### config.mk
export PLATFORM = sky130hd
export DESIGN_NAME = dual_axis_limited_stepper_control_core
export DESIGN_NICKNAME = d
export VERILOG_FILES = /design/src/rtl/dalsc_pkg.sv /design/src/rtl/dalsc_axis.sv /design/src/rtl/dual_axis_limited_stepper_control_core.sv
export SDC_FILE = /design/constraint.sdc
export NUM_CORES = 1
export LEC_CHECK = 0
export ABC_AREA = 1
export BUFFER_PORTS_ARGS = -buffer_cell sky130_fd_sc_hd__buf_2
export CORE_MARGIN = 1
export CORE_UTILIZATION = 56
export CTS_CLUSTER_DIAMETER = 80
export DETAILED_ROUTE_END_ITERATION = 8
export PLACE_DENSITY_LB_ADDON = 0.15
export RECOVER_POWER = 50
export SYNTH_ARGS = -nofsm -noshare
export SYNTH_HDL_FRONTEND = slang
export SYNTH_SLANG_ARGS = --single-unit
### constraint.sdc
create_clock -name clock -period 7.8 [get_ports clock]
set_clock_uncertainty 0.1 [all_clocks]
set_input_delay 1.95 -clock clock [delete_from_list [all_inputs] [get_ports clock]]
set_output_delay 1.95 -clock clock [all_outputs]
set_load 0.02 [all_outputs]
### src/rtl/dalsc_pkg.sv
package dalsc_pkg;

   localparam int unsigned POS_W   = 16;
   localparam int unsigned DELTA_W = 32;
   localparam int unsigned CSR_W   = 16;
   localparam int unsigned CSR_A_W = 2;
   localparam int unsigned REQ_W   = 72;
   localparam int unsigned RSP_W   = 40;

   localparam logic [CSR_W-1:0] FOCUS_LIMIT_RST = 16'd25000;
   localparam logic [CSR_W-1:0] ZOOM_LIMIT_RST  = 16'd10000;
   localparam logic [CSR_W-1:0] PULSE_TICKS_RST = 16'd1000;
   localparam logic             ENABLE_RST      = 1'b1;

   typedef enum logic [2:0] {
      OP_TICK       = 3'd0,
      OP_ENABLE     = 3'd1,
      OP_MOVE_FOCUS = 3'd2,
      OP_MOVE_ZOOM  = 3'd3,
      OP_MOVE_BOTH  = 3'd4,
      OP_ZERO_FOCUS = 3'd5,
      OP_ZERO_ZOOM  = 3'd6
   } op_type;

   typedef enum logic [CSR_A_W-1:0] {
      CSR_FOCUS_LIMIT = 2'd0,
      CSR_ZOOM_LIMIT  = 2'd1,
      CSR_FOCUS_TICKS = 2'd2,
      CSR_ZOOM_TICKS  = 2'd3
   } csr_idx_type;

   // one of these per axis per word; at most one is set
   typedef struct packed {
      logic tick;
      logic move;
      logic zero;
   } axis_ctl_type;

   typedef struct packed {
      logic [POS_W-1:0] pos;
      logic             level;
      logic             dir;
      logic             busy;
   } axis_view_type;

endpackage

### src/rtl/dalsc_axis.sv
module dalsc_axis
   import dalsc_pkg::*;
(
   input  logic                      clock,
   input  logic                      reset,
   input  axis_ctl_type              ctl,
   input  logic signed [DELTA_W-1:0] delta,
   input  logic [POS_W-1:0]          limit,
   input  logic [POS_W-1:0]          pulse_ticks,
   output axis_view_type             cur,
   output axis_view_type             nxt
);

   logic [POS_W-1:0] pos_ff, pos_in;
   logic [POS_W-1:0] rem_ff, rem_in;
   logic [POS_W-1:0] timer_ff, timer_in;
   logic             level_ff, level_in;
   logic             dir_ff, dir_in;

   logic signed [DELTA_W+1:0] want;
   logic [POS_W-1:0]          target;
   logic [POS_W-1:0]          travel;
   logic [POS_W-1:0]          reload;

   // clamp the requested position into [0, limit]
   always_comb begin
      want = $signed({{(DELTA_W+2-POS_W){1'b0}}, pos_ff})
           + $signed({{2{delta[DELTA_W-1]}}, delta});
      if (want[DELTA_W+1]) begin
         target = '0;
      end else if (want > $signed({{(DELTA_W+2-POS_W){1'b0}}, limit})) begin
         target = limit;
      end else begin
         target = want[POS_W-1:0];
      end
      travel = (pos_ff >= target) ? (pos_ff - target) : (target - pos_ff);
      reload = (pulse_ticks == '0) ? '0 : (pulse_ticks - POS_W'(1));
   end

   always_comb begin
      pos_in   = pos_ff;
      rem_in   = rem_ff;
      timer_in = timer_ff;
      level_in = level_ff;
      dir_in   = dir_ff;
      if (ctl.move) begin
         pos_in   = target;
         rem_in   = travel;
         timer_in = '0;
         level_in = 1'b0;
         dir_in   = delta[DELTA_W-1];
      end else if (ctl.zero) begin
         pos_in   = '0;
         rem_in   = pos_ff;
         timer_in = '0;
         level_in = 1'b0;
         dir_in   = 1'b1;
      end else if (ctl.tick && (rem_ff != '0)) begin
         if (timer_ff == '0) begin
            level_in = ~level_ff;
            timer_in = reload;
         end else begin
            timer_in = timer_ff - POS_W'(1);
         end
         // step done at the end of the low half
         if (!level_in && (timer_in == '0)) begin
            rem_in = rem_ff - POS_W'(1);
         end
      end
   end

   always_ff @(posedge clock) begin
      if (reset) begin
         pos_ff   <= '0;
         rem_ff   <= '0;
         timer_ff <= '0;
         level_ff <= 1'b0;
         dir_ff   <= 1'b0;
      end else begin
         pos_ff   <= pos_in;
         rem_ff   <= rem_in;
         timer_ff <= timer_in;
         level_ff <= level_in;
         dir_ff   <= dir_in;
      end
   end

   assign cur = '{pos: pos_ff, level: level_ff, dir: dir_ff, busy: (rem_ff != '0)};
   assign nxt = '{pos: pos_in, level: level_in, dir: dir_in, busy: (rem_in != '0)};

endmodule

### src/rtl/dual_axis_limited_stepper_control_core.sv
// Two-axis step/direction controller (focus and zoom) with soft position limits.
// Each request word is a tick, an enable write, a move (focus, zoom or both) or a
// zero command; each gives exactly one response word holding the state after it.
// In the update stage, a request register feeds the clamp/count logic, which
// writes the axis state and the response register in the same cycle, so one
// word per clock is sustained while rsp_tready is high. Moves or zeros on an
// axis with pulses outstanding are refused (accepted = 0). Step pulses advance
// only on tick words: high for pulse_ticks ticks, then low for as many.
module dual_axis_limited_stepper_control_core
   import dalsc_pkg::*;
(
   input  logic               clock,
   input  logic               reset,
   input  logic               req_tvalid,
   output logic               req_tready,
   // [31:0] focus_delta, [63:32] zoom_delta, [64] enable_value, rest zero
   input  logic [REQ_W-1:0]   req_tdata,
   // [2:0] operation
   input  logic [2:0]         req_tuser,
   output logic               rsp_tvalid,
   input  logic               rsp_tready,
   // [0] accepted, [16:1] focus_position, [32:17] zoom_position,
   // [33] focus_step_out, [34] zoom_step_out, [35] focus_dir_out,
   // [36] zoom_dir_out, [37] enable_out, [38] focus_busy, [39] zoom_busy
   output logic [RSP_W-1:0]   rsp_tdata,
   input  logic               csr_we,
   input  logic [CSR_A_W-1:0] csr_addr,
   input  logic [CSR_W-1:0]   csr_wdata
);

   logic [CSR_W-1:0] focus_limit_ff, zoom_limit_ff, focus_ticks_ff, zoom_ticks_ff;

   logic                      in_vld_ff;
   op_type                    op_ff;
   logic signed [DELTA_W-1:0] fdelta_ff, zdelta_ff;
   logic                      en_val_ff;

   logic             rsp_vld_ff, rsp_vld_in;
   logic [RSP_W-1:0] rsp_data_ff, rsp_data_in;
   logic             enable_ff, enable_in;

   logic          advance;
   logic          acc;
   axis_ctl_type  fctl, zctl;
   axis_view_type fcur, fnxt, zcur, znxt;

   always_ff @(posedge clock) begin
      if (reset) begin
         focus_limit_ff <= FOCUS_LIMIT_RST;
         zoom_limit_ff  <= ZOOM_LIMIT_RST;
         focus_ticks_ff <= PULSE_TICKS_RST;
         zoom_ticks_ff  <= PULSE_TICKS_RST;
      end else if (csr_we) begin
         case (csr_idx_type'(csr_addr))
            CSR_FOCUS_LIMIT: focus_limit_ff <= csr_wdata;
            CSR_ZOOM_LIMIT:  zoom_limit_ff  <= csr_wdata;
            CSR_FOCUS_TICKS: focus_ticks_ff <= csr_wdata;
            CSR_ZOOM_TICKS:  zoom_ticks_ff  <= csr_wdata;
            default: ;
         endcase
      end
   end

   assign advance    = in_vld_ff && (!rsp_vld_ff || rsp_tready);
   assign req_tready = !in_vld_ff || advance;

   always_ff @(posedge clock) begin
      if (reset) begin
         in_vld_ff <= 1'b0;
      end else if (req_tready) begin
         in_vld_ff <= req_tvalid;
      end
   end

   always_ff @(posedge clock) begin
      if (req_tready && req_tvalid) begin
         op_ff     <= op_type'(req_tuser);
         fdelta_ff <= req_tdata[31:0];
         zdelta_ff <= req_tdata[63:32];
         en_val_ff <= req_tdata[64];
      end
   end

   // command decode; busy is judged on the state before the word
   always_comb begin
      acc       = 1'b0;
      fctl      = '0;
      zctl      = '0;
      enable_in = enable_ff;
      case (op_ff)
         OP_TICK: begin
            acc       = 1'b1;
            fctl.tick = 1'b1;
            zctl.tick = 1'b1;
         end
         OP_ENABLE: begin
            acc       = 1'b1;
            enable_in = en_val_ff;
         end
         OP_MOVE_FOCUS: begin
            acc       = !fcur.busy;
            fctl.move = !fcur.busy;
         end
         OP_MOVE_ZOOM: begin
            acc       = !zcur.busy;
            zctl.move = !zcur.busy;
         end
         OP_MOVE_BOTH: begin
            acc       = !fcur.busy && !zcur.busy;
            fctl.move = acc;
            zctl.move = acc;
         end
         OP_ZERO_FOCUS: begin
            acc       = !fcur.busy;
            fctl.zero = !fcur.busy;
         end
         OP_ZERO_ZOOM: begin
            acc       = !zcur.busy;
            zctl.zero = !zcur.busy;
         end
         default: ;
      endcase
      if (!advance) begin
         fctl      = '0;
         zctl      = '0;
         enable_in = enable_ff;
      end
   end

   dalsc_axis u_focus (
      .clock       (clock),
      .reset       (reset),
      .ctl         (fctl),
      .delta       (fdelta_ff),
      .limit       (focus_limit_ff),
      .pulse_ticks (focus_ticks_ff),
      .cur         (fcur),
      .nxt         (fnxt)
   );

   dalsc_axis u_zoom (
      .clock       (clock),
      .reset       (reset),
      .ctl         (zctl),
      .delta       (zdelta_ff),
      .limit       (zoom_limit_ff),
      .pulse_ticks (zoom_ticks_ff),
      .cur         (zcur),
      .nxt         (znxt)
   );

   always_comb begin
      rsp_vld_in  = rsp_vld_ff && !rsp_tready;
      rsp_data_in = rsp_data_ff;
      if (advance) begin
         rsp_vld_in  = 1'b1;
         rsp_data_in = {znxt.busy, fnxt.busy, enable_in, znxt.dir, fnxt.dir,
                        znxt.level, fnxt.level, znxt.pos, fnxt.pos, acc};
      end
   end

   always_ff @(posedge clock) begin
      if (reset) begin
         rsp_vld_ff <= 1'b0;
         enable_ff  <= ENABLE_RST;
      end else begin
         rsp_vld_ff <= rsp_vld_in;
         enable_ff  <= enable_in;
      end
   end

   always_ff @(posedge clock) begin
      rsp_data_ff <= rsp_data_in;
   end

   assign rsp_tvalid = rsp_vld_ff;
   assign rsp_tdata  = rsp_data_ff;

`ifndef SYNTHESIS
   // a step level can only be high while pulses are outstanding
   a_focus_level_busy: assert property (@(posedge clock) disable iff (reset)
      (!fcur.level || fcur.busy))
      else $error("focus step high while idle");

   a_zoom_level_busy: assert property (@(posedge clock) disable iff (reset)
      (!zcur.level || zcur.busy))
      else $error("zoom step high while idle");

   // a held request word keeps its command until the update stage takes it
   a_stage_hold: assert property (@(posedge clock) disable iff (reset)
      (in_vld_ff && !advance) |=> (in_vld_ff && $stable(op_ff) && $stable(fdelta_ff)))
      else $error("request stage lost a word");

   // a tick word is always reported as carried out
   a_tick_acc: assert property (@(posedge clock) disable iff (reset)
      (advance && (op_ff == OP_TICK)) |=> (rsp_tvalid && rsp_tdata[0]))
      else $error("tick word not accepted");

   // motors come out of reset enabled
   a_enable_reset: assert property (@(posedge clock)
      reset |=> enable_ff)
      else $error("enable level wrong after reset");
`endif

endmodule

==> results.json, run 1 <==
{
  "ant_nets": 0,
  "place.gp.congestion": 0.971,
  "dr.pass1.iters": 5,
  "route.detailed.drc": 0,
  "grt_pass1_wl_um": 105000,
  "slowest_stage": "dfxtp_1",
  "core_mm2": 0.0375,
  "ctsHoldBuffers": 0,
  "max_stage_delay_ps": 440,
  "cp.buffers_inverters": 6,
  "synth_fp_nets": 3503,
  "cts_root_buf": "clkbuf_16",
  "synthCells": 3262,
  "r2r_slack_ps": 560,
  "cp_top_family": "simple AND/OR/NAND/NOR gates",
  "fin_nets": 3622,
  "hold_viol_final": 0,
  "die_w_um": 197,
  "die_h_um": 197,
  "dp.final_hpwl_um": 53000,
  "leakage_nw": 11.6,
  "start_kind": "register",
  "cts_tree": "done",
  "via_count": 21900,
  "drv_slew": 172,
  "cts_sinks": 275,
  "period_minus_slack_ps": 7240,
  "drv_cap": 3,
  "setup_viol": 0,
  "dpl_cell_area_mm2": 0.0224,
  "rows": 71,
  "dieArea_mm2": 0.0388,
  "track_usage": 0.341,
  "clk_latency_ps": 560,
  "drive_gt1_frac": 0.0734,
  "ios": 140,
  "clk_pin_slew_worst_paths_ps": 60,
  "finalWirelength_um": 66900,
  "start_util": 0.567,
  "fin_crit_sh": 0.929,
  "ys_warn_count": 0,
  "grt_max_degree": 69,
  "cp_max_fo": 17,
  "worst_pin_slew_ps": 3980,
  "clk_path_buf_depth": 3,
  "clock.fmax_mhz": 138,
  "worstPathArrival_ps": 7460,
  "yosysUniqueCellTypes": 56,
  "place_inst": 3856,
  "portBuffers": 132,
  "cpMostUsedCell": "nand2_1",
  "grt_pass1_vias": 20400,
  "syn_area_per_cell_um2": 6.52,
  "vdd_ir_drop_max_uv": 218,
  "cts-htree-levels": 2,
  "yosysSeqAreaShare": 0.310,
  "drtIter0Drc": 1615,
  "crit_path_end_kind": "register",
  "synthesis.area_mm2": 0.0213,
  "failed_checks": "max-capacitance violations, max-slew violations",
  "cts_buffers": 34,
  "antenna_found_initial": 0,
  "p_per_area_mw_per_mm2": 180,
  "status": "finished with violations",
  "ys_seq_elements": 275,
  "instances_no_fill": 3918,
  "syn_to_final_growth_pct": 10.5,
  "final_area_mm2": 0.0235,
  "wl_per_cell_um": 17.1,
  "required_ps": 8010,
  "slew_headroom": -1.66,
  "crit_type": "register to register",
  "vias_per_cell": 5.60,
  "grt_overflow": 0,
  "hp-class": "register to register"
}
[routing by layer]
layer	share of wire	GRT usage	wire [um]
met5	0	0	0
met4	0.034	0.128	2290
met3	0.080	0.0703	5380
met2	0.45	0.561	30400
met1	0.43	0.441	28800
[metrics by stage]
| step | hold slack (ps) | utilization | setup TNS, ps | setup slack (ps) | total power [mW] |
|---|---|---|---|---|---|
| global route | 400 | 0.627 | -14.2 | -14.2 | 4.43 |
| global placement | 350 | 0.598 | 0 | 649 | 2.63 |
| CTS | 376 | 0.628 | 0 | 499 | 4.24 |
| finish | 377 | 0.627 | 0 | 558 | 4.23 |
| floorplan | 344 | - | 0 | 1890 | 2.35 |
| detailed placement | 366 | 0.598 | 0 | 580 | 2.64 |
[flip-flops by register name, summed over array words and instances (netlist names), 3 cells and up]
signal / cells
zoom_ticks_ff: 16
focus_limit_ff: 16
u_zoom.timer_ff: 16
u_focus.pos_ff: 16
zdelta_ff: 32
u_focus.rem_ff: 16
zoom_limit_ff: 16
op_ff: 3
focus_ticks_ff: 16
u_zoom.rem_ff: 16
u_focus.timer_ff: 16
fdelta_ff: 32
u_zoom.pos_ff: 16
rsp_tdata: 40
[Yosys cell counts (all sizes together)]
master / instances / area, um^2
nand3: 267 / 1390
nor3: 46 / 245
clkbuf: 42 / 159
a41oi: 1 / 8.76
nand4: 106 / 663
or2: 12 / 75.1
xnor2: 16 / 140
buf: 22 / 128
nand3b: 18 / 135
fa: 6 / 120
nor4: 7 / 43.8
nand2: 925 / 3510
a211oi: 5 / 37.5
dfxtp: 167 / 3340
edfxtp: 108 / 3240
a31o: 1 / 8.76
o22ai: 3 / 18.8
o21a: 4 / 30.0
xor2: 53 / 472
ha: 137 / 1710
clkinv: 4 / 15.0
o21ai: 155 / 787
nor2: 404 / 1610
nor3b: 2 / 15.0
a21boi: 2 / 15.0
o21bai: 8 / 60.1
o221ai: 4 / 35.0
mux2: 1 / 11.3
inv: 461 / 1730
a21o: 18 / 135
a22oi: 1 / 7.51
a31oi: 5 / 31.3
a21oi: 220 / 1110
and2: 3 / 18.8
nand2b: 1 / 6.26
and3: 1 / 6.26
o2111ai: 3 / 26.3
o211ai: 23 / 173
[worst register-to-register path: cells and delay by family, from the launching register on]
family | cells | cell delay [ps]
and+or+nand+nor | 26 | 3430
adders and majority gates | 5 | 1620
AOI/OAI and AO/OA | 4 | 750
buffers and inverters | 6 | 510
DFF | 1 | 440
xor gates and xnor gates | 1 | 150
[power by group]
group	switching (mW)	internal [mW]	leakage, nW
clock network	0.661	0.935	0.541
registers	0.0516	1.57	2.40
logic	0.702	0.316	8.63
[layout by cell type (no fill, tap or decap), drive strengths merged, types with 4 or more instances in the layout]
master / n
a31oi: 5
o21bai: 8
o21ai: 155
xnor2: 16
inv: 463
buf: 121
nand3b: 18
nor4: 7
o211ai: 23
a21o: 18
clkbuf: 71
clkinv: 14
nand3: 267
a21oi: 220
edfxtp: 108
nand2: 925
ha: 137
nand4: 106
a211oi: 5
fa: 6
dfxtp: 167
xor2: 53
nor2: 404
nor3: 46
or2: 12
o221ai: 4
o21a: 4
[repair_timing]
action	CTS	global route
resized for setup	0	4
hold endpoints to repair	0	0
setup buffers	0	0
setup endpoints to repair	0	2
[final cells by class]
| type | instances | area (um^2) |
|---|---|---|
| Antenna cell | 1 | 2.50 |
| Clock buffer | 45 | 953 |
| Clock inverter | 16 | 155 |
| Fill cell | 3572 | 14000 |
| Inverter | 465 | 1750 |
| Multi-Input combinational cell | 2458 | 12700 |
| Sequential cell | 275 | 6590 |
| Tap cell | 511 | 639 |
| Timing Repair Buffer | 147 | 746 |
[path summary, 6_finish.rpt]
kind | from | to | cells after the start
setup / recovery | u_zoom.pos_ff[0]$_SDFF_PP0_ | rsp_tdata[39]$_DFFE_PP_ | 42
hold / removal | in_vld_ff$_SDFFE_PP0N_ | rsp_tvalid$_SDFF_PP0_ | 2
setup reg to reg | u_zoom.pos_ff[0]$_SDFF_PP0_ | rsp_tdata[39]$_DFFE_PP_ | 42
hold reg to reg | in_vld_ff$_SDFFE_PP0N_ | rsp_tvalid$_SDFF_PP0_ | 2
[cells by family (layout without fill, tap and decap cells)]
kind of cell | Yosys count | after routing | share of synthesized area
DFF | 275 | 275 | 0.310
AOI/OAI and AO/OA | 453 | 453 | 0.117
and+or+nand+nor | 1792 | 1792 | 0.363
other | 0 | 1 | 0
xor gates and xnor gates | 69 | 69 | 0.0288
adders and majority gates | 143 | 143 | 0.0862
buffers and inverters | 529 | 673 | 0.0955
muxes | 1 | 1 | 0.000529
Note: power is estimated with default switching activity, not from simulation.
==> inputs of run 2 (changes only) <==
- CORE_ASPECT_RATIO: not set -> 1.25
==> run 2 against run 1 <==
  * The flow still finishes with violations (max-capacitance violations, max-slew violations)
  * Critical path depth is 37 lower
  * Clock-buffer cell count is 10 lower
  * Global-route usage is 0.17 points lower
  * Total power is 1.2% lower
  * Register-to-register slack better by 40 ps
  * Fmax is 0.59% lower
  * Sequential share of layout area is 0.11 points higher
  * Non-clock buffer count is 3 higher
  * Sequential power hardly changed
  * Utilization hardly changed
  * Critical path type is now input port to register
  * Largest power group unchanged
  * Highest routed layer unchanged
==> results.json, run 2 (synthesized netlist as in run 1, its figures left out) <==
{
  "required_ps": 8140,
  "grt_pass1_vias": 20700,
  "cp.buffers_inverters": 3,
  "cts_setup_buffers": 0,
  "clk_path_buf_depth": 3,
  "portBuffers": 132,
  "dp.final_hpwl_um": 52700,
  "place_inst": 3834,
  "instances_no_fill": 3891,
  "drive_gt1_frac": 0.0687,
  "worstPathArrival_ps": 7620,
  "die_w_um": 176,
  "slowest_stage": "clkbuf_1",
  "antenna_found_initial": 1,
  "vdd_ir_drop_max_uv": 204,
  "fin_crit_sh": 0.934,
  "via_count": 21900,
  "core_mm2": 0.0374,
  "grt_overflow": 0,
  "mostFrequentLayoutCell": "nand2_1",
  "met2_usage": 0.614,
  "route.detailed.drc": 0,
  "crit_chain": "buf_2 -> clkbuf_1 -> inv_1 -> nand3_1 -> a21oi_1",
  "vias_per_cell": 5.63,
  "grt_pass1_wl_um": 104000,
  "syn_to_final_growth_pct": 10.1,
  "cts_tree": "done",
  "drv_slew": 179,
  "cts-htree-levels": 1,
  "drtIter0Drc": 1786,
  "seqCellArea_mm2": 0.00659,
  "fillCellCount": 3545,
  "rows": 79,
  "finalSetupTns_ps": 0,
  "clk_latency_ps": 590,
  "max_stage_delay_ps": 2370,
  "fin_util": 0.627,
  "start_kind": "input port",
  "postLayoutSetupSlackWorst_ps": 514,
  "dieArea_mm2": 0.0388,
  "dp_slack_ps": 620,
  "setup_viol": 0,
  "busiest_layer": "met2",
  "cts_root_buf": "clkbuf_16",
  "track_usage": 0.340,
  "cp_top_family": "buffers and inverters",
  "multiInputGateArea_mm2": 0.0127,
  "holdWs_ps": 378,
  "rsz0062_at_grt": "false",
  "hold_viol_final": 0,
  "largest_reg_flops": 40,
  "cp_max_fo": 59,
  "hp-class": "register to register",
  "clock.fmax_mhz": 137,
  "die_h_um": 220,
  "failed_checks": "max-capacitance violations, max-slew violations",
  "dr.pass1.iters": 6,
  "drv_cap": 2,
  "worst_pin_slew_ps": 3710,
  "place.gp.congestion": 0.981,
  "clk_pin_slew_worst_paths_ps": 60,
  "crit_path_end_kind": "register",
  "cts_buffers": 30,
  "fin_nets": 3621,
  "grt_max_degree": 69,
  "status": "finished with violations",
  "met1_usage": 0.402,
  "grt_util_met3": 0.0454,
  "start_util": 0.569,
  "ctsHoldBuffers": 0,
  "cts_sinks": 275,
  "crit_type": "input port to register",
  "p_per_area_mw_per_mm2": 179,
  "slew_headroom": -1.47,
  "period_minus_slack_ps": 7290,
  "final_cell_mix": "nand2_1, inv_1, nor2_1, nand3_1, a21oi_1",
  "finalWirelength_um": 66600,
  "leakage_nw": 11.5,
  "ios": 140,
  "ant_nets": 0,
  "wl_per_cell_um": 17.1
}
run 2: routing by layer:
| metal | share of wire | vias to the layer above |
|---|---|---|
| met4 | 0.040 | 0 |
| met3 | 0.067 | 164 |
| li1 | - | 10900 |
| met5 | 0 | - |
| met1 | 0.40 | 10100 |
| met2 | 0.49 | 749 |
run 2: area by class of cell:
type | instances | area share
Multi-Input combinational cell | 2458 | 0.541
Sequential cell | 275 | 0.281
Inverter | 465 | 0.0745
Clock buffer | 35 | 0.0362
Timing Repair Buffer | 150 | 0.0316
Tap cell | 486 | 0.0260
Clock inverter | 21 | 0.00972
Antenna cell | 1 | 0.000107
run 2: repair_timing:
action	4_1_cts	5_1_grt
gates resized for setup	0	1
endpoints found under the setup margin	0	1
endpoints found under the hold margin	0	0
run 2: path summary, 6_finish.rpt:
| path | start | to | slack (ps) | depth (start not counted) |
|---|---|---|---|---|
| setup / recovery | reset | u_zoom.timer_ff[7]$_SDFFE_PP0P_ | 510 | 5 |
| hold / removal | focus_limit_ff[1]$_SDFFE_PP0P_ | focus_limit_ff[1]$_SDFFE_PP0P_ | 380 | 2 |
| setup reg to reg | u_zoom.pos_ff[0]$_SDFF_PP0_ | rsp_tdata[39]$_DFFE_PP_ | 600 | 42 |
| hold reg to reg | focus_limit_ff[1]$_SDFFE_PP0P_ | focus_limit_ff[1]$_SDFFE_PP0P_ | 380 | 2 |
run 2: per-stage QoR:
| step | area (um^2) | total power, mW |
|---|---|---|
| after detailed placement | 22400 | 2.64 |
| after global placement | 22400 | 2.63 |
| after global routing | 23400 | 4.38 |
| final | 23400 | 4.18 |
| after floorplan | 21300 | 2.35 |
| after CTS | 23500 | 4.19 |
run 2: where the power goes:
group / internal [mW] / leakage (nW) / total [mW] / switching (mW)
Combinational: 0.316 / 8.59 / 1.02 / 0.700
Sequential: 1.57 / 2.40 / 1.62 / 0.0491
Clock: 0.912 / 0.520 / 1.55 / 0.637
Total: 2.80 / 11.5 / 4.18 / 1.39
run 2: tightest hold or removal path: cells and delay by family (launching register included):
| family | cells | cell delay (ps) |
|---|---|---|
| AOI/OAI and AO/OA | 1 | 50 |
| DFF | 1 | 310 |
| buffers and inverters | 1 | 70 |
